File: src/hw/rtl/tve_pkg.sv
// ----------------------------------------------------------------------------
// tve_pkg
// shared constants and types for the touch velocity estimator
// ----------------------------------------------------------------------------
package tve_pkg;

    // default sizes handed to the top level parameters
    localparam int DEF_HISTORY_FRAMES = 4;
    localparam int DEF_VALUE_BITS     = 16;

    // number of touches carried by the frame word
    localparam int TOUCHES      = 5;
    localparam int COUNT_W      = 3;
    localparam int IDLE_W       = 4;

    // configuration port
    localparam int CFG_INDEX_W  = 2;
    localparam int CFG_DATA_W   = 4;

    localparam logic [CFG_INDEX_W-1:0] CFG_CENTROID_MODE = 2'd0;
    localparam logic [CFG_INDEX_W-1:0] CFG_RING_WRAP     = 2'd1;
    localparam logic [CFG_INDEX_W-1:0] CFG_MAX_IDLE      = 2'd2;

    // register reset values
    localparam logic                RST_CENTROID_MODE = 1'b1;
    localparam logic                RST_RING_WRAP     = 1'b0;
    localparam logic [IDLE_W-1:0]   RST_MAX_IDLE      = 4'd3;

    // per-touch control from the frame sequencer to a lane
    typedef struct packed {
        logic centroid;   // compare sizes as well as locations
        logic wrap;       // circular wrap correction
        logic store;      // frame is stored on this edge
        logic active;     // touch lies below the touch count (every touch in raw mode)
    } t_lane_ctrl;

endpackage

File: src/hw/rtl/tve_lane.sv
// ----------------------------------------------------------------------------
// tve_lane
// history shift line and velocity for one touch
// ----------------------------------------------------------------------------
module tve_lane
    import tve_pkg::*;
#(
    parameter int HISTORY_FRAMES = DEF_HISTORY_FRAMES,
    parameter int VALUE_BITS     = DEF_VALUE_BITS
) (
    input  logic                         i_clk,
    input  logic                         i_rst_n,
    input  logic [VALUE_BITS-1:0]        i_location,
    input  logic [VALUE_BITS-1:0]        i_size,
    input  t_lane_ctrl                   i_ctrl,
    output logic                         o_differs,
    output logic signed [VALUE_BITS:0]   o_velocity
);

    // wrap thresholds, floor of 0.9 and 0.1 of full scale
    localparam int WRAP_HIGH_I = (9 * (1 << VALUE_BITS)) / 10;
    localparam int WRAP_LOW_I  = (1 << VALUE_BITS) / 10;
    localparam logic [VALUE_BITS-1:0] WRAP_HIGH = WRAP_HIGH_I[VALUE_BITS-1:0];
    localparam logic [VALUE_BITS-1:0] WRAP_LOW  = WRAP_LOW_I[VALUE_BITS-1:0];

    // slot 0 is the newest stored frame, the last slot the oldest
    logic [VALUE_BITS-1:0] r_loc  [HISTORY_FRAMES];
    logic [VALUE_BITS-1:0] r_size [HISTORY_FRAMES];
    logic signed [VALUE_BITS:0] r_vel;

    logic                       w_fill;
    logic [VALUE_BITS-1:0]      w_old_loc;
    logic [VALUE_BITS+1:0]      w_new_ext;
    logic [VALUE_BITS+1:0]      w_old_ext;
    logic [VALUE_BITS+1:0]      w_diff;
    logic signed [VALUE_BITS:0] n_vel;

    // frame differs from the newest stored one
    assign o_differs = (r_loc[0] != i_location) ||
                       (i_ctrl.centroid && (r_size[0] != i_size));

    // touch starts or ends against the frame that becomes the oldest
    assign w_fill    = (i_size != '0) != (r_size[HISTORY_FRAMES-2] != '0);
    assign w_old_loc = w_fill ? i_location : r_loc[HISTORY_FRAMES-2];

    // newest minus oldest with optional wrap correction
    always_comb begin
        w_new_ext = {2'b00, i_location};
        w_old_ext = {2'b00, w_old_loc};
        if (i_ctrl.wrap) begin
            if (i_location > WRAP_HIGH && w_old_loc <= WRAP_LOW) begin
                w_old_ext = w_old_ext + {2'b01, {VALUE_BITS{1'b0}}};
            end else if (i_location <= WRAP_LOW && w_old_loc > WRAP_HIGH) begin
                w_new_ext = w_new_ext + {2'b01, {VALUE_BITS{1'b0}}};
            end
        end
        w_diff = w_new_ext - w_old_ext;
        n_vel  = i_ctrl.active ? signed'(w_diff[VALUE_BITS:0]) : '0;
    end

    // history update and held velocity
    always_ff @(posedge i_clk) begin
        if (!i_rst_n) begin
            for (int i = 0; i < HISTORY_FRAMES; i++) begin
                r_loc[i]  <= '0;
                r_size[i] <= '0;
            end
            r_vel <= '0;
        end else if (i_ctrl.store) begin
            if (w_fill) begin
                for (int i = 0; i < HISTORY_FRAMES; i++) begin
                    r_loc[i]  <= i_location;
                    r_size[i] <= i_size;
                end
            end else begin
                for (int i = HISTORY_FRAMES - 1; i > 0; i--) begin
                    r_loc[i]  <= r_loc[i-1];
                    r_size[i] <= r_size[i-1];
                end
                r_loc[0]  <= i_location;
                r_size[0] <= i_size;
            end
            r_vel <= n_vel;
        end
    end

    assign o_velocity = r_vel;

endmodule

File: src/hw/rtl/touch_velocity_estimator.sv
// ----------------------------------------------------------------------------
// touch_velocity_estimator
// per-touch velocity from a stream of touch sensor frames
// ----------------------------------------------------------------------------
// the result word passes the input register, then the result register, and
// the input word waits in the input register while a result word is stalled
// throughput: 1 word per cycle; input stalls only while a result word waits
// reset (synchronous, active low) clears history, velocities, idle count,
// handshake state, and loads the configuration register defaults
module touch_velocity_estimator
    import tve_pkg::*;
#(
    parameter int HISTORY_FRAMES = DEF_HISTORY_FRAMES,
    parameter int VALUE_BITS     = DEF_VALUE_BITS
) (
    input  logic                        i_clk,
    input  logic                        i_rst_n,
    // configuration
    input  logic                        i_cfg_we,
    input  logic [CFG_INDEX_W-1:0]      i_cfg_index,
    input  logic [CFG_DATA_W-1:0]       i_cfg_data,
    // input channel
    input  logic                        i_in_valid,
    output logic                        o_in_stall,
    input  logic [VALUE_BITS-1:0]       i_location_0,
    input  logic [VALUE_BITS-1:0]       i_location_1,
    input  logic [VALUE_BITS-1:0]       i_location_2,
    input  logic [VALUE_BITS-1:0]       i_location_3,
    input  logic [VALUE_BITS-1:0]       i_location_4,
    input  logic [VALUE_BITS-1:0]       i_size_0,
    input  logic [VALUE_BITS-1:0]       i_size_1,
    input  logic [VALUE_BITS-1:0]       i_size_2,
    input  logic [VALUE_BITS-1:0]       i_size_3,
    input  logic [VALUE_BITS-1:0]       i_size_4,
    input  logic [COUNT_W-1:0]          i_touch_count,
    // output channel
    output logic                        o_out_valid,
    input  logic                        i_out_stall,
    output logic signed [VALUE_BITS:0]  o_velocity_0,
    output logic signed [VALUE_BITS:0]  o_velocity_1,
    output logic signed [VALUE_BITS:0]  o_velocity_2,
    output logic signed [VALUE_BITS:0]  o_velocity_3,
    output logic signed [VALUE_BITS:0]  o_velocity_4,
    output logic                        o_frame_taken
);

    // configuration registers
    logic              r_centroid;
    logic              r_wrap;
    logic [IDLE_W-1:0] r_max_idle;

    // input register
    logic                  r_in_valid;
    logic [VALUE_BITS-1:0] r_loc  [TOUCHES];
    logic [VALUE_BITS-1:0] r_size [TOUCHES];
    logic [COUNT_W-1:0]    r_count;

    // result stage state
    logic              r_out_valid;
    logic              r_taken;
    logic [IDLE_W-1:0] r_idle;

    logic                       w_in_fire;
    logic                       w_advance;
    logic                       w_changed;
    logic                       w_forced;
    logic                       w_store;
    logic [COUNT_W-1:0]         w_active;
    logic [TOUCHES-1:0]         w_differs;
    logic [VALUE_BITS-1:0]      w_size [TOUCHES];
    t_lane_ctrl                 w_ctrl [TOUCHES];
    logic signed [VALUE_BITS:0] w_vel  [TOUCHES];

    // handshake: result stage runs when the output slot is free or draining
    assign w_advance  = r_in_valid && (!r_out_valid || !i_out_stall);
    assign o_in_stall = r_in_valid && !w_advance;
    assign w_in_fire  = i_in_valid && !o_in_stall;

    // configuration writes
    always_ff @(posedge i_clk) begin
        if (!i_rst_n) begin
            r_centroid <= RST_CENTROID_MODE;
            r_wrap     <= RST_RING_WRAP;
            r_max_idle <= RST_MAX_IDLE;
        end else if (i_cfg_we) begin
            unique case (i_cfg_index)
                CFG_CENTROID_MODE: r_centroid <= i_cfg_data[0];
                CFG_RING_WRAP:     r_wrap     <= i_cfg_data[0];
                CFG_MAX_IDLE:      r_max_idle <= i_cfg_data;
                default: ;
            endcase
        end
    end

    // input register
    always_ff @(posedge i_clk) begin
        if (!i_rst_n) begin
            r_in_valid <= 1'b0;
        end else if (w_in_fire) begin
            r_in_valid <= 1'b1;
        end else if (w_advance) begin
            r_in_valid <= 1'b0;
        end
    end

    always_ff @(posedge i_clk) begin
        if (w_in_fire) begin
            r_loc[0]  <= i_location_0;
            r_loc[1]  <= i_location_1;
            r_loc[2]  <= i_location_2;
            r_loc[3]  <= i_location_3;
            r_loc[4]  <= i_location_4;
            r_size[0] <= i_size_0;
            r_size[1] <= i_size_1;
            r_size[2] <= i_size_2;
            r_size[3] <= i_size_3;
            r_size[4] <= i_size_4;
            r_count   <= i_touch_count;
        end
    end

    // raw mode uses location as size and all touches
    assign w_active = r_centroid ? r_count : COUNT_W'(TOUCHES);

    // store decision from change and idle count
    assign w_changed = |w_differs;
    assign w_forced  = !w_changed && (r_idle == r_max_idle);
    assign w_store   = w_changed || w_forced;

    // touch lanes
    for (genvar g = 0; g < TOUCHES; g++) begin : g_lane
        assign w_size[g] = r_centroid ? r_size[g] : r_loc[g];

        always_comb begin
            w_ctrl[g].centroid = r_centroid;
            w_ctrl[g].wrap     = r_wrap;
            w_ctrl[g].store    = w_advance && w_store;
            w_ctrl[g].active   = COUNT_W'(g) < w_active;
        end

        tve_lane #(
            .HISTORY_FRAMES (HISTORY_FRAMES),
            .VALUE_BITS     (VALUE_BITS)
        ) u_lane (
            .i_clk      (i_clk),
            .i_rst_n    (i_rst_n),
            .i_location (r_loc[g]),
            .i_size     (w_size[g]),
            .i_ctrl     (w_ctrl[g]),
            .o_differs  (w_differs[g]),
            .o_velocity (w_vel[g])
        );
    end

    // idle count, frame flag and output valid
    always_ff @(posedge i_clk) begin
        if (!i_rst_n) begin
            r_out_valid <= 1'b0;
            r_idle      <= '0;
            r_taken     <= 1'b0;
        end else begin
            if (w_advance) begin
                r_out_valid <= 1'b1;
                r_taken     <= w_store;
                if (w_changed) begin
                    r_idle <= '0;
                end else if (w_forced) begin
                    r_idle <= IDLE_W'(1);
                end else begin
                    r_idle <= r_idle + IDLE_W'(1);
                end
            end else if (!i_out_stall) begin
                r_out_valid <= 1'b0;
            end
        end
    end

    // held velocities change only when the result stage advances
    assign o_out_valid   = r_out_valid;
    assign o_frame_taken = r_taken;
    assign o_velocity_0  = w_vel[0];
    assign o_velocity_1  = w_vel[1];
    assign o_velocity_2  = w_vel[2];
    assign o_velocity_3  = w_vel[3];
    assign o_velocity_4  = w_vel[4];

endmodule

File: config.mk
export PLATFORM = sky130hd
export DESIGN_NAME = touch_velocity_estimator
export DESIGN_NICKNAME = d
export VERILOG_FILES = /design/src/hw/rtl/tve_pkg.sv /design/src/hw/rtl/tve_lane.sv /design/src/hw/rtl/touch_velocity_estimator.sv
export SDC_FILE = /design/constraint.sdc
export NUM_CORES = 1
export LEC_CHECK = 0
export CELL_PAD_IN_SITES_DETAIL_PLACEMENT = 1
export CELL_PAD_IN_SITES_GLOBAL_PLACEMENT = 2
export CORE_ASPECT_RATIO = 0.6
export CORE_MARGIN = 2
export CORE_UTILIZATION = 46
export DETAILED_ROUTE_END_ITERATION = 10
export DONT_BUFFER_PORTS = 1
export GPL_TIMING_DRIVEN = 0
export HOLD_SLACK_MARGIN = 0.15
export PLACE_DENSITY = 0.86
export SETUP_SLACK_MARGIN = 0.1
export SLEW_MARGIN = 25
export SYNTH_ARGS = -nofsm -noshare
export SYNTH_HDL_FRONTEND = slang
export SYNTH_SLANG_ARGS = --single-unit
File: constraint.sdc
create_clock -name i_clk -period 20.2 [get_ports i_clk]
set_input_delay 2.02 -clock i_clk [delete_from_list [all_inputs] [get_ports i_clk]]
set_output_delay 2.02 -clock i_clk [all_outputs]
set_load 0.02 [all_outputs]
== Yosys cells after proc, flatten, opt, wreduce, memory -nomap -nowiden ==
Memory sizes are Yosys's and may differ from the RTL's.
Index checks and enable logic that the tools add are counted.

* $add $sub $neg: 16
* Order comparisons: 25
* Equality and inequality tests: 19
* Multiplexer cells: 170
* Bitwise logic cells: 80
* Reduce and logical (&&, ||, !) cells: 48

{| class="wikitable"
|+ Operator list
! kind !! number
|-
| $mux W16 || 90
|-
| $mux W17 || 30
|-
| $add A16 B17 Y17 const B || 10
|-
| $gt A16 B16 Y1 const B || 10
|-
| $le A16 B13 Y1 const B || 10
|-
| $ne A16 B16 Y1 || 10
|-
| $reduce_bool A16 Y1 || 10
|-
| $sub A17 B17 Y17 || 5
|-
| $or A1 B1 Y1 || 80
|-
| $mux W1 || 47
|-
| $logic_and A1 B1 Y1 || 20
|-
| $mux W4 || 2
|-
| $logic_or A1 B1 Y1 || 7
|-
| $lt A1 B3 Y1 const A || 2
|-
| $lt A2 B3 Y1 const A || 2
|-
| $reduce_and A2 Y1 || 3
|-
| $logic_not A1 Y1 || 5
|-
| $ne A1 B1 Y1 || 5
|-
| $reduce_or A5 Y1 || 1
|-
| $add A4 B1 Y4 const B || 1
|-
| $eq A4 B4 Y1 || 1
|-
| $lt A3 B3 Y1 const A || 1
|-
| $mux W3 || 1
|-
| $eq A2 B1 Y1 const B || 1
|-
| 4 further kinds || 4
|}

* Register bits after elaboration: 101
* RAM bits: 800
* Input bits: 174
* Word-level logic and storage cells: 383
* Memories kept: 12

{| class="wikitable"
|+ Memories
! name !! depth !! width !! read ports !! clocked after memory_dff !! wr ports !! line !! source
|-
| r_loc || 5 || 16 || 5 || 0 || 5 || touch_velocity_estimator.sv:54 || <nowiki>logic [VALUE_BITS-1:0] r_loc [TOUCHES];</nowiki>
|-
| r_size || 5 || 16 || 5 || 0 || 5 || touch_velocity_estimator.sv:55 || <nowiki>logic [VALUE_BITS-1:0] r_size [TOUCHES];</nowiki>
|-
| g_lane[0].u_lane.r_loc || 4 || 16 || 3 || 0 || 4 || tve_lane.sv:27 || <nowiki>logic [VALUE_BITS-1:0] r_loc [HISTORY_FRAMES];</nowiki>
|-
| g_lane[0].u_lane.r_size || 4 || 16 || 3 || 0 || 4 || tve_lane.sv:28 || <nowiki>logic [VALUE_BITS-1:0] r_size [HISTORY_FRAMES];</nowiki>
|-
| g_lane[1].u_lane.r_loc || 4 || 16 || 3 || 0 || 4 || tve_lane.sv:27 ||
|-
| g_lane[1].u_lane.r_size || 4 || 16 || 3 || 0 || 4 || tve_lane.sv:28 ||
|-
| 6 more memories || - || - || - || - || - || - ||
|}

== Logic depth before layout (Yosys ltp) ==
An unclocked memory read counts as a cell.

* Depth in word-level cells: 15
* Depth in mapped cells: 28

== Cells and area by module ==
A second synthesis with hierarchy kept.

* Cells, all modules: 3539
* Area, all modules: 37649.9 sq um

{| class="wikitable"
|+ Modules (own cells, without submodules)
! module !! instances !! cells an instance !! area each (sq um)
|-
| tve_lane at g_lane[2].u_lane ... || 2 || 644 || 6214.7
|-
| touch_velocity_estimator || 1 || 325 || 6482.5
|-
| tve_lane at g_lane[4].u_lane || 1 || 643 || 6347.3
|-
| tve_lane at g_lane[1].u_lane || 1 || 647 || 6202.2
|-
| tve_lane at g_lane[0].u_lane || 1 || 636 || 6188.4
|}

== Worst setup path after synthesis ==
OpenSTA, ideal clock, no wires.

* Path kind: input to register
* From: input i_out_stall
* To: memory g_lane[0].u_lane.r_loc[0][0] in the netlist's numbering (enable)
* Setup time: 735 ps
* Arrival time: 10528 ps
* Data required time: 19465 ps
* Slack: 8937 ps
* Cell stages on the path: 8
* Cell sequence: nand2_1 > and2_1 > o41a_1 > clkbuf_1 > nor2b_1 > buf_2 > buf_2 > inv_1

{| class="wikitable"
|+ RTL lines
! element !! line !! source
|-
| start, declared || touch_velocity_estimator.sv:38 || <nowiki>input logic i_out_stall,</nowiki>
|-
| end, declared || tve_lane.sv:27 ||
|}

== Worst setup path in the final report ==
* From: register r_centroid
* To: register g_lane[4].u_lane.r_vel[13]

* Word-level cells in the longest chain between the ends: 11
* Elaborated cells on any way between the ends: 42
* Those cells by class: add/sub (2); order compare (3); eq/ne (6); mux (13); reduce/logical (18)

{| class="wikitable"
|+ Ends and longest elaborated chain
! element !! line !! source
|-
| start, declared || touch_velocity_estimator.sv:48 || <nowiki>logic r_centroid;</nowiki>
|-
| start signal, assigned || touch_velocity_estimator.sv:87 || <nowiki>CFG_CENTROID_MODE: r_centroid <= i_cfg_data[0];</nowiki>
|-
| $mux W16 || touch_velocity_estimator.sv:132 || <nowiki>assign w_size[g] = r_centroid ? r_size[g] : r_loc[g];</nowiki>
|-
| $reduce_bool A16 Y1 || tve_lane.sv:43 || <nowiki>assign w_fill = (i_size != '0) != (r_size[HISTORY_FRAMES-2] != '0);</nowiki>
|-
| $ne A1 B1 Y1 || tve_lane.sv:43 ||
|-
| $mux W16 || tve_lane.sv:44 || <nowiki>assign w_old_loc = w_fill ? i_location : r_loc[HISTORY_FRAMES-2];</nowiki>
|-
| $gt A16 B16 Y1 || tve_lane.sv:53 || <nowiki>end else if (i_location <= WRAP_LOW && w_old_loc > WRAP_HIGH) begin</nowiki>
|-
| $logic_and A1 B1 Y1 || tve_lane.sv:53 ||
|-
| $mux W17 || tve_lane.sv:53 ||
|-
| $mux W17 || tve_lane.sv:51 || <nowiki>if (i_location > WRAP_HIGH && w_old_loc <= WRAP_LOW) begin</nowiki>
|-
| $mux W17 || tve_lane.sv:50 || <nowiki>if (i_ctrl.wrap) begin</nowiki>
|-
| $sub A17 B17 Y17 || tve_lane.sv:57 || <nowiki>w_diff = w_new_ext - w_old_ext;</nowiki>
|-
| $mux W17 || tve_lane.sv:58 || <nowiki>n_vel = i_ctrl.active ? signed'(w_diff[VALUE_BITS:0]) : '0;</nowiki>
|-
| end signal, assigned || tve_lane.sv:83 || <nowiki>r_vel <= n_vel;</nowiki>
|-
| end, declared || tve_lane.sv:29 || <nowiki>logic signed [VALUE_BITS:0] r_vel;</nowiki>
|}

Parallel ways exist; a longest one is shown, timed or not.
A chain may end at the register's enable or synchronous reset.

==> impl_results.md <==
- Outcome: finished, final reports clean
- Final #Nets: 3613
- Largest net degree at the start of global routing: 103
- Max IR drop VDD: 0.0649 mV
- Pre-CTS setup slack: 12610 ps
- Critical Path AT: 8350 ps
- Initial antenna violation count: 8
- Hold Fails Final Rpt: 0
- Synth Instances: 3302
- Commonest non-fill, non-tap cell in the layout: edfxtp_1
- Post-synth ARST share: 0%
- Startpoint Class: flop
- LEAKAGE: 15.3 nW
- Post-synth EDFFs: 643
- CTS root buf: clkbuf_16
- Initial core utilization: 46.2%
- GP Congestion: 0.953
- Clock transition at path regs: 70 ps
- Post-CTS sizing: 0
- Area share of the largest cell type after synthesis: 52.7%
- WL met3: 14300 um
- Clock buffer depth: 3
- CP max-delay cell: clkbuf_1
- Most frequent cells in the layout: 643 x edfxtp_1, 407 x nand2_1, 342 x a21oi_1
- Number of global-route vias before repair: 28700
- Vias per inst: 6.39
- FMAX: 0.128 GHz
- Period minus WS final: 7820 ps
- CP most frequent cell: buf_6
- CTS buffer count: 76
- DR vias: 28900
- # hold bufs at CTS: 0
- Drt wl/cell: 30.2 um
- # DRC: 0
- Switching Share: 27.4%
- Ranking of synthesized cells by area: edfxtp_1 53%, dfxtp_1 5.4%, a21oi_1 4.7%, nand2_1 4.2%, xnor2_1 4.1%
- Net Count, Synth: 3522
- Yosys Warn Count: 0
- Met1 WL: 60200 um
- Clock power share: 39.6%
- Syn Std Cell Area: 0.0366 mm2
- Core footprint: 0.0792 mm2
- Slew margin rel.: 26.0%
- Die area: 0.0819 mm2
- Top layer in use: met5
- CP max stage delay: 690 ps
- Gr usage total: 32.9%
- CTS tree: yes
- Htree depth: 3
- Max-slew violations: 0
- Hpwl dp: 102000 um
- Multi-input gate area: 0.0142 mm2
- RSZ-0062 raised after global routing: false
- Number of setup violations in the final report: 0
- Die height: 223 um
- Most area-hungry cell type in the Yosys netlist: edfxtp_1
- Io pins: 262
- Crit. End Element: flop
- Grt ovf: 0
- Setup Total Neg Slack: 0 ps
- Gate power share: 11.6%
- Clk_lat worst skew: 680 ps
- Layout cells sized above 1: 6.39%
- DRT iter0 DRCs: 3854
- WHS: 519 ps
- Top_reg_cell synth: edfxtp_1
- Sequential share of power: 48.8%
- First-pass GRT wire length: 198000 um
- # Max-Cap Violations: 0
- Pwr/cell area: 93.0 mW/mm2
- Row cnt: 80
- Metal2 WL: 57700 um
- Layout Cell Area excl Fill: 0.0409 mm2
- Final period util: 38.7%
- Synthesized area per cell: 11.1 um2
- Final setup margin: 12380 ps
- Switching Power: 1.04 mW
- Skew final: 30.0 ps
- Total power: 3.80 mW
- Storage element area: 0.0213 mm2
- Antenna viol nets, final: 0
- Post-CTS setup buffers: 0
- Fillcell total: 8397
- Register area share after synthesis: 58.1%
- Flops & latches, synth: 741
- Clk sink count: 741
- Required @ worst endpoint: 20730 ps
- P&R area growth vs syn: 11.8%
- Total Routed Length: 137000 um
- Worst Path Max Fanout: 10
- Synth cell types: 86
- Tightest Pin Transition: 1110 ps
- Drt pass-1 iters: 8
- Internal power: 2.76 mW
- Chip width: 368 um
- DP Area: 0.0383 mm2
- PortBufs: 0
- HP Class: reg -> reg
- Crit Path Category: reg -> reg
## power by group through the flow
stage / registers, mW / logic (mW) / clock network [mW]
5_1_grt: 1.86 / 0.472 / 1.57
3_3_place_gp: 1.91 / 0.406 / 0
3_5_place_dp: 1.88 / 0.429 / 0
6_report: 1.85 / 0.443 / 1.51
2_1_floorplan: 1.87 / 0.273 / 0
4_1_cts: 1.85 / 0.433 / 1.52
## area by class of cell
class,instances,area share (%)
flip-flops and latches,741,52.0
plain buffers,204,2.15
clock buffers,95,5.10
well taps,1066,3.26
inverters,75,0.712
repair buffers,13,0.838
clock inverters,46,1.23
multi-input cells,2282,34.7
diodes,4,0.0245
## Yosys cell counts (17+ instances only)
cell      instances
ha_1             46
nand2b_1         24
nor3_1           42
buf_2            46
a22o_1           41
inv_1            75
nand3_1          36
a31oi_1          21
o21ai_1          24
dfxtp_1          98
a21oi_1         342
xnor2_1         173
nand4_1          57
mux2i_1          95
xor2_1           67
and3_1           43
nor2_1          246
buf_1            22
nand2_1         407
edfxtp_1        643
nor4_1           58
clkbuf_1        129
o21a_1          164
nor2b_1          31
o21ai_0          74
o211ai_1         20
maj3_1           17
a21boi_0         36
## stage by stage
stage	util (%)	instances
finish	51.7	4526
global route	51.7	4524
CTS	51.7	4522
detailed placement	48.4	4381
global placement	47.9	4368
floorplan	-	3302
## path summary, 6_finish.rpt
check | cells after the start | to | startpoint | slack [ps]
max reg2reg | 28 | g_lane[4].u_lane.o_velocity[13] | r_centroid | 12380
max | 28 | g_lane[4].u_lane.o_velocity[13] | r_centroid | 12380
min | 2 | r_max_idle[0] | r_max_idle[0] | 520
min reg2reg | 2 | r_max_idle[0] | r_max_idle[0] | 520
## logic make-up after synthesis
kind of cell / after synthesis / share of synthesized area, %
compound gates: 883 / 15.7
xor+xnor: 242 / 5.83
fa+ha+maj: 63 / 2.04
buf+inv: 279 / 3.15
flops: 741 / 58.1
simple gates: 996 / 12.5
mux: 98 / 2.69
## sequential cells by signal, indices dropped and copies added (netlist names)
name	cells
r_in_valid	1
r_max_idle	4
r_size	80
o_out_valid	1
r_centroid	1
r_loc	80
g_lane.u_lane.r_loc	240
r_idle	4
r_count	3
g_lane.u_lane.r_size	240
o_frame_taken	1
r_wrap	1
g_lane.u_lane.o_velocity	85
## routing by layer
layer	track usage (%)	vias up
met3	8.05	230
met1	49.1	14800
met4	10.5	2
met2	46.9	1458
li1	-	12400
met5	0	-
## worst max-delay path: cells and delay by family, from the launching register on
kind	cells	cell delay, ps
buf+inv	10	3180
compound gates	8	1940
simple gates	7	1380
xor+xnor	2	590
flops	1	320
fa+ha+maj	1	220
(Power assumes the default switching activity.)
